### src/hdl/btf_pkg.sv
// Shared types and constants for the block transaction framer.
package btf_pkg;

	localparam int TX_W            = 23;
	localparam int POS_W           = TX_W + 1;
	localparam int MAX_BLOCK_BYTES = 2 ** TX_W;
	localparam int HEADER_BYTES    = 80;
	localparam int OUTPOINT_BYTES  = 36;
	localparam int VERSION_BYTES   = 4;
	localparam int SEQUENCE_BYTES  = 4;
	localparam int LOCKTIME_BYTES  = 4;
	localparam int VALUE_BYTES     = 8;

	localparam logic [7:0] CS_U16    = 8'hFD;
	localparam logic [7:0] CS_U32    = 8'hFE;
	localparam logic [7:0] SW_MARKER = 8'h00;

	localparam logic REC_TX     = 1'b0;
	localparam logic REC_STATUS = 1'b1;

	typedef enum logic [1:0] {
		ST_OK    = 2'd0,
		ST_SHORT = 2'd1,
		ST_TRUNC = 2'd2
	} status_t;

	typedef enum logic [4:0] {
		PH_HEAD, PH_COUNT, PH_VER, PH_MARK, PH_FLAG, PH_ICOUNT, PH_OUTPT,
		PH_ISLEN, PH_ISCR, PH_ISEQ, PH_OCOUNT, PH_OVAL, PH_OSLEN, PH_OSCR,
		PH_WCOUNT, PH_WLEN, PH_WDATA, PH_LOCK, PH_DONE, PH_ERR
	} phase_t;

	typedef struct packed {
		logic [7:0] data_byte;
		logic       block_end;
	} in_item_t;

	typedef struct packed {
		logic            record_kind;
		logic [TX_W-1:0] tx_index;
		logic [TX_W-1:0] tx_offset;
		logic [TX_W-1:0] tx_length;
		logic            segwit_flag;
		logic            coinbase_flag;
		logic [1:0]      block_status;
		logic            final_record;
	} result_t;

	// records produced by one accepted byte
	typedef struct packed {
		logic tx_rec;
		logic status_rec;
	} btf_push_t;

endpackage

### src/hdl/block_transaction_framer.sv
// Top level of the block transaction framer: byte parser and result queue.
//
//  channel  | handshake                  | payload                 | beat
//  ---------+----------------------------+-------------------------+--------------------
//  item     | item_valid / item_ready    | item   (in_item_t)      | one block byte
//  result   | result_valid / result_ready| result (result_t)       | one boundary/status
//
// One byte is taken per cycle while item_ready is high; its records enter the queue at
// the same edge and then appear on result, draining one per cycle while result_ready is
// high. A byte that closes a transaction and ends the block yields two records. item_ready
// drops while fewer than two of the four queue slots are free. arst_n clears the parser to
// header phase and empties the queue; a stalled result holds the queue head.
module block_transaction_framer
	import btf_pkg::*;
(
	input  logic     clk,
	input  logic     arst_n,
	input  logic     item_valid,
	output logic     item_ready,
	input  in_item_t item,
	output logic     result_valid,
	input  logic     result_ready,
	output result_t  result
);

	logic      fire;
	btf_push_t push;
	result_t   rec_tx;
	result_t   rec_stat;
	logic      room;

	assign item_ready = room;
	assign fire       = item_valid & item_ready;

	btf_parser u_parser (
		.clk      (clk),
		.arst_n   (arst_n),
		.fire     (fire),
		.item     (item),
		.push     (push),
		.rec_tx   (rec_tx),
		.rec_stat (rec_stat)
	);

	btf_result_queue u_queue (
		.clk          (clk),
		.arst_n       (arst_n),
		.push         (push),
		.rec_tx       (rec_tx),
		.rec_stat     (rec_stat),
		.room         (room),
		.result_valid (result_valid),
		.result_ready (result_ready),
		.result       (result)
	);

	a_end_gives_result: assert property (@(posedge clk) disable iff (!arst_n)
		fire && item.block_end |=> result_valid)
		else $error("block end byte produced no record");

	a_status_final: assert property (@(posedge clk) disable iff (!arst_n)
		result_valid && result.record_kind == REC_STATUS |-> result.final_record)
		else $error("status record not marked final");

	a_tx_status_ok: assert property (@(posedge clk) disable iff (!arst_n)
		result_valid && result.record_kind == REC_TX |-> result.block_status == ST_OK)
		else $error("boundary record carries a status");

	a_coinbase: assert property (@(posedge clk) disable iff (!arst_n)
		result_valid && result.record_kind == REC_TX
		|-> result.coinbase_flag == (result.tx_index == '0))
		else $error("coinbase flag disagrees with index");

endmodule

### src/hdl/btf_parser.sv
// Byte-wise parse state machine: walks the block and builds the records for each byte.
module btf_parser
	import btf_pkg::*;
(
	input  logic      clk,
	input  logic      arst_n,
	input  logic      fire,
	input  in_item_t  item,
	output btf_push_t push,
	output result_t   rec_tx,
	output result_t   rec_stat
);

	phase_t           ph_q, ph_n;
	logic [POS_W-1:0] pos_q, pos_n;
	logic [TX_W-1:0]  start_q, start_n;
	logic [TX_W-1:0]  txl_q, txl_n;
	logic [TX_W-1:0]  cur_q, cur_n;
	logic [TX_W-1:0]  inp_q, inp_n;
	logic [TX_W-1:0]  items_q, items_n;
	logic [TX_W-1:0]  wit_q, wit_n;
	logic [TX_W-1:0]  skip_q, skip_n;
	logic [TX_W-1:0]  vv_q, vv_n;
	logic             vovf_q, vovf_n;
	logic [3:0]       vbl_q, vbl_n;
	logic [2:0]       vsh_q, vsh_n;
	logic             seg_q, seg_n;

	always_ff @(posedge clk or negedge arst_n) begin
		if (!arst_n) begin
			ph_q    <= PH_HEAD;
			pos_q   <= '0;
			start_q <= '0;
			txl_q   <= '0;
			cur_q   <= '0;
			inp_q   <= '0;
			items_q <= '0;
			wit_q   <= '0;
			skip_q  <= '0;
			vv_q    <= '0;
			vovf_q  <= 1'b0;
			vbl_q   <= '0;
			vsh_q   <= '0;
			seg_q   <= 1'b0;
		end else begin
			ph_q    <= ph_n;
			pos_q   <= pos_n;
			start_q <= start_n;
			txl_q   <= txl_n;
			cur_q   <= cur_n;
			inp_q   <= inp_n;
			items_q <= items_n;
			wit_q   <= wit_n;
			skip_q  <= skip_n;
			vv_q    <= vv_n;
			vovf_q  <= vovf_n;
			vbl_q   <= vbl_n;
			vsh_q   <= vsh_n;
			seg_q   <= seg_n;
		end
	end

	always_comb begin
		logic [7:0]      b;
		logic            vstep;
		logic            vdone;
		logic            vovf;
		logic [TX_W-1:0] vval;
		logic [TX_W-1:0] next_at;
		phase_t          eph;
		logic            emit;

		b       = item.data_byte;
		vstep   = 1'b0;
		vdone   = 1'b0;
		vovf    = 1'b0;
		vval    = '0;
		next_at = pos_q[TX_W-1:0] + TX_W'(1);
		eph     = ph_q;
		emit    = 1'b0;

		ph_n    = ph_q;
		pos_n   = pos_q;
		start_n = start_q;
		txl_n   = txl_q;
		cur_n   = cur_q;
		inp_n   = inp_q;
		items_n = items_q;
		wit_n   = wit_q;
		skip_n  = skip_q;
		vv_n    = vv_q;
		vovf_n  = vovf_q;
		vbl_n   = vbl_q;
		vsh_n   = vsh_q;
		seg_n   = seg_q;

		rec_tx               = '0;
		rec_tx.record_kind   = REC_TX;
		rec_tx.tx_index      = cur_q;
		rec_tx.tx_offset     = start_q;
		rec_tx.tx_length     = next_at - start_q;
		rec_tx.segwit_flag   = seg_q;
		rec_tx.coinbase_flag = (cur_q == '0);
		rec_tx.block_status  = ST_OK;
		rec_tx.final_record  = !item.block_end;

		if (fire) begin
			if (pos_q >= POS_W'(MAX_BLOCK_BYTES)) begin
				// out of capacity: stop unless the parse already finished
				if (ph_q != PH_DONE && ph_q != PH_ERR)
					ph_n = PH_ERR;
			end else begin
				pos_n = pos_q + POS_W'(1);
				unique case (ph_q)
					PH_HEAD: begin
						if (pos_q >= POS_W'(HEADER_BYTES - 1))
							ph_n = PH_COUNT;
					end
					PH_DONE, PH_ERR: begin
					end
					PH_FLAG: ph_n = PH_ICOUNT;
					PH_MARK: begin
						if (b == SW_MARKER) begin
							seg_n = 1'b1;
							ph_n  = PH_FLAG;
						end else begin
							ph_n  = PH_ICOUNT;
							eph   = PH_ICOUNT;
							vstep = 1'b1;
						end
					end
					PH_VER, PH_OUTPT, PH_ISCR, PH_ISEQ, PH_OVAL, PH_OSCR, PH_WDATA,
					PH_LOCK: begin
						skip_n = skip_q - TX_W'(1);
						if (skip_q == TX_W'(1)) begin
							unique case (ph_q)
								PH_VER:   ph_n = PH_MARK;
								PH_OUTPT: ph_n = PH_ISLEN;
								PH_ISCR: begin
									ph_n   = PH_ISEQ;
									skip_n = TX_W'(SEQUENCE_BYTES);
								end
								PH_ISEQ: begin
									items_n = items_q - TX_W'(1);
									if (items_q != TX_W'(1)) begin
										ph_n   = PH_OUTPT;
										skip_n = TX_W'(OUTPOINT_BYTES);
									end else begin
										ph_n = PH_OCOUNT;
									end
								end
								PH_OVAL: ph_n = PH_OSLEN;
								PH_OSCR: begin
									items_n = items_q - TX_W'(1);
									if (items_q != TX_W'(1)) begin
										ph_n   = PH_OVAL;
										skip_n = TX_W'(VALUE_BYTES);
									end else if (seg_q && inp_q != '0) begin
										wit_n = inp_q;
										ph_n  = PH_WCOUNT;
									end else begin
										ph_n   = PH_LOCK;
										skip_n = TX_W'(LOCKTIME_BYTES);
									end
								end
								PH_WDATA: begin
									items_n = items_q - TX_W'(1);
									if (items_q != TX_W'(1)) begin
										ph_n = PH_WLEN;
									end else begin
										wit_n = wit_q - TX_W'(1);
										if (wit_q != TX_W'(1)) begin
											ph_n = PH_WCOUNT;
										end else begin
											ph_n   = PH_LOCK;
											skip_n = TX_W'(LOCKTIME_BYTES);
										end
									end
								end
								default: begin
									// lock time done: close the transaction
									emit  = 1'b1;
									cur_n = cur_q + TX_W'(1);
									txl_n = txl_q - TX_W'(1);
									if (txl_q != TX_W'(1)) begin
										start_n = next_at;
										seg_n   = 1'b0;
										ph_n    = PH_VER;
										skip_n  = TX_W'(VERSION_BYTES);
									end else begin
										ph_n = PH_DONE;
									end
								end
							endcase
						end
					end
					default: vstep = 1'b1;
				endcase

				if (vstep) begin
					if (vbl_q == '0) begin
						if (b < CS_U16) begin
							vdone = 1'b1;
							vval  = TX_W'(b);
						end else begin
							vbl_n  = (b == CS_U16) ? 4'd2 : (b == CS_U32) ? 4'd4 : 4'd8;
							vv_n   = '0;
							vovf_n = 1'b0;
							vsh_n  = '0;
						end
					end else begin
						// place the byte; anything at bit 23 or above overflows
						unique case (vsh_q)
							3'd0: vv_n[7:0]  = b;
							3'd1: vv_n[15:8] = b;
							3'd2: begin
								vv_n[TX_W-1:16] = b[TX_W-17:0];
								vovf_n          = vovf_q | b[7];
							end
							default: vovf_n = vovf_q | (b != 8'd0);
						endcase
						vsh_n = vsh_q + 3'd1;
						vbl_n = vbl_q - 4'd1;
						if (vbl_q == 4'd1) begin
							vdone = 1'b1;
							vval  = vv_n;
							vovf  = vovf_n;
						end
					end

					if (vdone) begin
						if (vovf) begin
							ph_n = PH_ERR;
						end else begin
							unique case (eph)
								PH_COUNT: begin
									txl_n = vval;
									if (vval != '0) begin
										start_n = next_at;
										seg_n   = 1'b0;
										ph_n    = PH_VER;
										skip_n  = TX_W'(VERSION_BYTES);
									end else begin
										ph_n = PH_DONE;
									end
								end
								PH_ICOUNT: begin
									inp_n   = vval;
									items_n = vval;
									if (vval != '0) begin
										ph_n   = PH_OUTPT;
										skip_n = TX_W'(OUTPOINT_BYTES);
									end else begin
										ph_n = PH_OCOUNT;
									end
								end
								PH_ISLEN: begin
									skip_n = vval;
									if (vval != '0) begin
										ph_n = PH_ISCR;
									end else begin
										ph_n   = PH_ISEQ;
										skip_n = TX_W'(SEQUENCE_BYTES);
									end
								end
								PH_OCOUNT: begin
									items_n = vval;
									if (vval != '0) begin
										ph_n   = PH_OVAL;
										skip_n = TX_W'(VALUE_BYTES);
									end else if (seg_q && inp_q != '0) begin
										wit_n = inp_q;
										ph_n  = PH_WCOUNT;
									end else begin
										ph_n   = PH_LOCK;
										skip_n = TX_W'(LOCKTIME_BYTES);
									end
								end
								PH_OSLEN: begin
									skip_n = vval;
									if (vval != '0) begin
										ph_n = PH_OSCR;
									end else begin
										items_n = items_q - TX_W'(1);
										if (items_q != TX_W'(1)) begin
											ph_n   = PH_OVAL;
											skip_n = TX_W'(VALUE_BYTES);
										end else if (seg_q && inp_q != '0) begin
											wit_n = inp_q;
											ph_n  = PH_WCOUNT;
										end else begin
											ph_n   = PH_LOCK;
											skip_n = TX_W'(LOCKTIME_BYTES);
										end
									end
								end
								PH_WCOUNT: begin
									items_n = vval;
									if (vval != '0) begin
										ph_n = PH_WLEN;
									end else begin
										wit_n = wit_q - TX_W'(1);
										if (wit_q != TX_W'(1)) begin
											ph_n = PH_WCOUNT;
										end else begin
											ph_n   = PH_LOCK;
											skip_n = TX_W'(LOCKTIME_BYTES);
										end
									end
								end
								default: begin
									// witness item length
									skip_n = vval;
									if (vval != '0) begin
										ph_n = PH_WDATA;
									end else begin
										items_n = items_q - TX_W'(1);
										if (items_q != TX_W'(1)) begin
											ph_n = PH_WLEN;
										end else begin
											wit_n = wit_q - TX_W'(1);
											if (wit_q != TX_W'(1)) begin
												ph_n = PH_WCOUNT;
											end else begin
												ph_n   = PH_LOCK;
												skip_n = TX_W'(LOCKTIME_BYTES);
											end
										end
									end
								end
							endcase
						end
					end
				end
			end
		end

		rec_stat             = '0;
		rec_stat.record_kind = REC_STATUS;
		rec_stat.tx_index    = cur_n;
		rec_stat.final_record = 1'b1;
		if (pos_n < POS_W'(HEADER_BYTES))
			rec_stat.block_status = ST_SHORT;
		else if (ph_n != PH_DONE)
			rec_stat.block_status = ST_TRUNC;
		else
			rec_stat.block_status = ST_OK;

		push.tx_rec     = fire & emit;
		push.status_rec = fire & item.block_end;

		// block end: back to the reset state for the next block
		if (fire && item.block_end) begin
			ph_n    = PH_HEAD;
			pos_n   = '0;
			start_n = '0;
			txl_n   = '0;
			cur_n   = '0;
			inp_n   = '0;
			items_n = '0;
			wit_n   = '0;
			skip_n  = '0;
			vv_n    = '0;
			vovf_n  = 1'b0;
			vbl_n   = '0;
			vsh_n   = '0;
			seg_n   = 1'b0;
		end
	end

endmodule

### src/hdl/btf_result_queue.sv
// Four-entry result queue taking up to two records per cycle, draining one on result_ready.
module btf_result_queue
	import btf_pkg::*;
(
	input  logic      clk,
	input  logic      arst_n,
	input  btf_push_t push,
	input  result_t   rec_tx,
	input  result_t   rec_stat,
	output logic      room,
	output logic      result_valid,
	input  logic      result_ready,
	output result_t   result
);

	localparam int DEPTH = 4;
	localparam int AW    = $clog2(DEPTH);

	result_t       slot_q [DEPTH];
	logic [AW-1:0] wp_q, rp_q;
	logic [AW:0]   cnt_q;
	logic          pop;
	logic [1:0]    npush;

	assign pop          = result_valid & result_ready;
	assign npush        = {1'b0, push.tx_rec} + {1'b0, push.status_rec};
	assign result_valid = (cnt_q != '0);
	assign result       = slot_q[rp_q];
	// two free slots so a byte that yields two records never stalls mid-beat
	assign room         = (cnt_q <= (AW + 1)'(DEPTH - 2));

	always_ff @(posedge clk) begin
		if (push.tx_rec) begin
			slot_q[wp_q] <= rec_tx;
			if (push.status_rec)
				slot_q[wp_q + AW'(1)] <= rec_stat;
		end else if (push.status_rec) begin
			slot_q[wp_q] <= rec_stat;
		end
	end

	always_ff @(posedge clk or negedge arst_n) begin
		if (!arst_n) begin
			wp_q  <= '0;
			rp_q  <= '0;
			cnt_q <= '0;
		end else begin
			wp_q  <= wp_q + AW'(npush);
			rp_q  <= rp_q + AW'(pop);
			cnt_q <= cnt_q + (AW + 1)'(npush) - (AW + 1)'(pop);
		end
	end

endmodule
### config.mk
export PLATFORM = sky130hd
export DESIGN_NAME = block_transaction_framer
export DESIGN_NICKNAME = d
export VERILOG_FILES = /design/src/hdl/btf_pkg.sv /design/src/hdl/block_transaction_framer.sv /design/src/hdl/btf_parser.sv /design/src/hdl/btf_result_queue.sv
export SDC_FILE = /design/constraint.sdc
export NUM_CORES = 2
export LEC_CHECK = 0
export BUFFER_PORTS_ARGS = -buffer_cell sky130_fd_sc_hd__clkbuf_2
export CORE_UTILIZATION = 57
export CTS_CLUSTER_SIZE = 28
export DETAILED_ROUTE_END_ITERATION = 8
export GPL_TIMING_DRIVEN = 0
export PLACE_DENSITY = 0.72
export SYNTH_ARGS = -nofsm -noshare
export SYNTH_HDL_FRONTEND = slang
export SYNTH_SLANG_ARGS = --single-unit
### constraint.sdc
create_clock -name clk -period 5.9 [get_ports clk]
set_clock_uncertainty 0.2 [all_clocks]
set_input_delay 0.295 -clock clk [delete_from_list [all_inputs] [get_ports clk]]
set_output_delay 0.295 -clock clk [all_outputs]
set_load 0.02 [all_outputs]
==> results.md <==
- Ranked by total cell area, the synthesized netlist is headed by sky130_fd_sc_hd__dfrtp_1 (19%), sky130_fd_sc_hd__dfxtp_1 (13%), sky130_fd_sc_hd__edfxtp_1 (9.7%).
- The worst-margin pin slew is 1498 ps.
- The clock period could shrink to around 5800 ps.
- The wire length after detailed routing is about 120 mm.
- The checks that failed: max-capacitance violations, max-slew violations.
- The floorplan step set the die width to 234.5 um.
- The worst path meets setup with about 140 ps of slack.
- The pre-antenna-repair detailed-routing pass consisted of 6 iterations.
- On the final layout, the worst hold slack is slightly above 80 ps.
- The count of buffering cells on the critical path with inverters included is 4.
- Of the total synthesized cell area, the portion taken by full adders, half adders and majority gates is 0.02121.
- The global-route wire length before repair is between 150 and 200 mm.
- After floorplanning, the core was divided into 84 placement rows.
- The share of synthesized area spent on multiplexers is 0.05716.
- The endpoint kind of the worst setup timing path is a register.
- The most common flop cell mapped by yosys is sky130_fd_sc_hd__dfrtp_1.
- The CTS sink count is 529.
- The number of antenna violations at the first check in global routing is 1.
- The buffer levels on the longest clock path is 3.
- Of the total synthesized cell area, the portion taken by AND, OR, NAND and NOR gates is 0.1668.
- The remaining design rule violation count is 0.
- The area growth from synthesis to layout is 11.22%.
- The overall via count from detail_route is about 30,000.
- The maximum ir drop on the vdd rail is approximately 0.00033 V.
- After detailed placement, the design holds a cell count of 4,126.
- The number of I/O port buffers is 85.
- The synthesized design spends more area on one cell type than any other, namely sky130_fd_sc_hd__dfrtp_1.
- Data on the critical path arrives at its endpoint at 6040 ps.
- The standard cell core area is 52,970 um2.
- The number of nets in the finished design is 3,572.
- The number of pins exceeding their max-slew limit in the final report was 1.
- The total half-perimeter wirelength after legalization and detailed placement is 82.06 mm.
- Across every metal layer, demand over resource in global routing totals 0.4129.
- The latest clock arrival within the worst-skew pair is 650 ps.
- The number of violations of the max-capacitance limit is 1.
- The async set-or-reset flop fraction in the synthesized netlist is 0.4329.
- The post-synthesis cell type count is 100.
- Synthesis produced a netlist whose cell count is 3,348.
- The sequential share of the synthesized area is 0.4136.
- The clock tree from TritonCTS is done.
- The run finished, with violations left.
- Setup repair after global routing left no endpoint under its margin.
- Buffers inserted during clock tree synthesis total 56.
- Summed over all cells, the static leakage comes to roughly 13 nW.
- Timing analysis after detailed placement gives a worst setup slack of -102.6 ps.
- The number of top-level pins is 90.
- The master of the slowest instance on the critical path is sky130_fd_sc_hd__nor2_1.
- Static timing analysis puts the maximum clock frequency at 0.1735 GHz.
- STA classifies the critical path startpoint as a register.
- The post-synthesis sequential element count is 529.
- Setup violations remaining at the end of the flow were counted as 0.
- The average instance in the mapped netlist occupies 9.199 um2.
- The final estimated routing congestion in global placement is 0.9982.
- The Yosys step of the flow raised 0 warnings.
- Using the TritonRoute via totals, the vias-per-cell ratio works out to around 7.0.
- The areal power density over the cells is 470.9 nW/um2.
- By count the netlist is led by sky130_fd_sc_hd__nand2_1 (316), sky130_fd_sc_hd__nor2_1 (282), sky130_fd_sc_hd__o21ai_0 (245), sky130_fd_sc_hd__dfrtp_1 (229), sky130_fd_sc_hd__clkbuf_1 (228).
- For the final routed database, the setup TNS stands at 0 ps.
- The combinational family with the most area after synthesis is compound AO/OA/AOI/OAI gates.
- The routed wirelength normalized by instance count is 27.17 um.
- The count of cells in the finished layout, fillers not included, comes to 4,244.
- 0 antenna diodes ended up in the layout.
- Yosys instantiated no cell more often than sky130_fd_sc_hd__nand2_1.
- The initial standard-cell utilization of the core is 0.5814.
- The via count of the first global-routing pass was 28,630.
- The cell area that synthesis handed to floorplanning was 30,800 um2.
- Broken down by cell family, the worst path's largest delay share belongs to simple AND/OR/NAND/NOR gates.
- The worst endpoint required time is roughly 6200 ps.
- Of all nets on the critical path, the largest fanout is 10.
- The leftover overflow at the end of global routing is 0.
- The signal on the critical path passes through inv_1 > ha_1 > nor4b_1 > nand2_1 > or4_4 > or4_4 > ha_1 > clkbuf_1 > clkbuf_1 > nor2_1 > clkbuf_1 > nand2_1 > o21ai_0.
- The die covers 54,970 um2.
- The area fraction in compound gates after synthesis is 0.2548.
- The worst setup path is of the register to register kind.
- The final period utilization is 0.9767.
- The hold violation count in the final report is 0.
- The number of nets with antenna violations after routing is 0.
- The clock transition time at the flip-flop clock pins of the worst setup and hold paths is roughly 60 ps.
- The largest net degree at the start of global routing is 105.
- The most numerous cell type found on the critical path is sky130_fd_sc_hd__clkbuf_1.
- Headroom to the max-slew limit came out at -0.002062.
- In this run the worst hold path is classified as input pin to asynchronous set/reset pin.
- The vertical die dimension is 234.5 um.
- The share of cells above drive strength 1 is 0.09702.
- The library cell used as clock root buffer is sky130_fd_sc_hd__clkbuf_16.
- The post-synthesis xor/xnor area fraction is 0.04001.
- The first-iteration detailed-routing DRC count is 4,137.
- The net count of the mapped netlist is approximately 3,400.
- The synthesized design contains 100 enable-type register cells.
- The count of buffers added by post-CTS timing repair for setup is 0.
- The top-area cell type share of the netlist area is 0.1861.
- The count of H-tree levels built during CTS is 2.
- The largest single stage delay on the critical path is 990 ps.
worst min-delay path: cells and delay by family:
kind	cells	cell delay, ps
buf+inv	3	1090
path summary, 6_finish.rpt:
check                      depth (start not counted)                  start                    end  slack, ps
setup / recovery                                  13     u_parser.skip_q[1]  u_queue.slot_q[1][56]        140
min in group clk                                   6                item[2]        u_parser.vovf_q        180
hold reg to reg                                    2  u_queue.slot_q[2][74]  u_queue.slot_q[2][74]        260
setup reg to reg                                  13     u_parser.skip_q[1]  u_queue.slot_q[1][56]        140
max in group asynchronous                          3                 arst_n     u_parser.txl_q[13]       4070
hold / removal                                     3                 arst_n    u_parser.skip_q[14]         80
registers in the layout, indices dropped and copies added (netlist names):
name and count:
u_parser.start_q 23, u_parser.cur_q 23, u_parser.ph_q 5, u_parser.vbl_q 4, u_parser.skip_q 23, u_queue.slot_q 300, u_parser.seg_q 1, u_queue.rp_q 2
u_parser.inp_q 23, u_parser.vovf_q 1, u_parser.vv_q 23, u_parser.vsh_q 3, u_parser.items_q 23, u_queue.wp_q 2, u_parser.pos_q 24, u_parser.wit_q 23
u_parser.txl_q 23, u_queue.cnt_q 3
cell type report:
cell class | instances | area, um2
repair buffers | 102 | 668.1
flip-flops and latches | 529 | 12740
multi-input cells | 2451 | 16650
well taps | 688 | 860.8
fillers | 4401 | 18720
clock buffers | 71 | 1604
inverters | 92 | 357.8
plain buffers | 276 | 1082
clock inverters | 35 | 299.0
power by group:
| group | leakage, nW | internal (mW) | switching [mW] |
|---|---|---|---|
| Clock | 0.923 | 2.03 | 1.63 |
| Combinational | 6.58 | 2.46 | 5.20 |
| Sequential | 5.63 | 4.35 | 0.458 |
cell families (layout without fill, tap and decap cells):
group	count (synthesis)	in the layout
xor+xnor	139	139
mux	82	82
flops	529	529
compound gates	1117	1117
simple gates	1062	1062
fa+ha+maj	51	51
buf+inv	368	576
timing repair:
action | in CTS | in global routing
hold endpoints to repair | 249 | 0
gates resized for setup | 1 | 1
hold buffers | 10 | 0
setup endpoints to repair | 25 | 13
placed cells by master, fill, tap and decap left out, types with 23 or more instances in the layout:
| cell type | Yosys | final |
|---|---|---|
| sky130_fd_sc_hd__or3_1 | 41 | 41 |
| sky130_fd_sc_hd__nand3_1 | 82 | 82 |
| sky130_fd_sc_hd__mux4_2 | 75 | 75 |
| sky130_fd_sc_hd__and3_1 | 34 | 34 |
| sky130_fd_sc_hd__clkbuf_2 | 2 | 86 |
| sky130_fd_sc_hd__a311oi_1 | 28 | 28 |
| sky130_fd_sc_hd__o21ai_0 | 245 | 245 |
| sky130_fd_sc_hd__a21oi_1 | 179 | 179 |
| sky130_fd_sc_hd__nor3_1 | 89 | 87 |
| sky130_fd_sc_hd__nor4_1 | 44 | 43 |
| sky130_fd_sc_hd__o211ai_1 | 31 | 31 |
| sky130_fd_sc_hd__xor2_1 | 51 | 51 |
| sky130_fd_sc_hd__clkbuf_1 | 228 | 234 |
| sky130_fd_sc_hd__a32oi_1 | 34 | 34 |
| sky130_fd_sc_hd__edfxtp_1 | 100 | 100 |
| sky130_fd_sc_hd__a21o_1 | 28 | 28 |
| sky130_fd_sc_hd__xnor2_1 | 86 | 86 |
| sky130_fd_sc_hd__nand2_1 | 316 | 316 |
| sky130_fd_sc_hd__inv_1 | 90 | 87 |
| sky130_fd_sc_hd__dfrtp_1 | 229 | 229 |
| sky130_fd_sc_hd__a22o_1 | 213 | 213 |
| sky130_fd_sc_hd__a22oi_1 | 57 | 57 |
| sky130_fd_sc_hd__nand4_1 | 25 | 25 |
| sky130_fd_sc_hd__clkbuf_16 | 0 | 61 |
| sky130_fd_sc_hd__o31ai_1 | 65 | 65 |
| sky130_fd_sc_hd__dfxtp_1 | 200 | 200 |
| sky130_fd_sc_hd__ha_1 | 49 | 49 |
| sky130_fd_sc_hd__buf_1 | 23 | 23 |
| sky130_fd_sc_hd__nor2_1 | 282 | 282 |
routing by layer:
layer,wire length (um),share of wire,GRT usage
met5,13,0.00011,0
met2,51430,0.45,0.6403
met1,43990,0.38,0.5311
met4,7795,0.068,0.2595
met3,12070,0.10,0.08006
per-stage QoR:
stage               area, um2  utilization  power [mW]
floorplan               30800            -       9.671
global placement        32090       0.6057       12.01
detailed placement      32190       0.6077       12.22
CTS                     34200       0.6456       15.87
global route            34260       0.6467       16.75
finish                  34260       0.6467       16.13
Power figures use the tool's default switching activity.
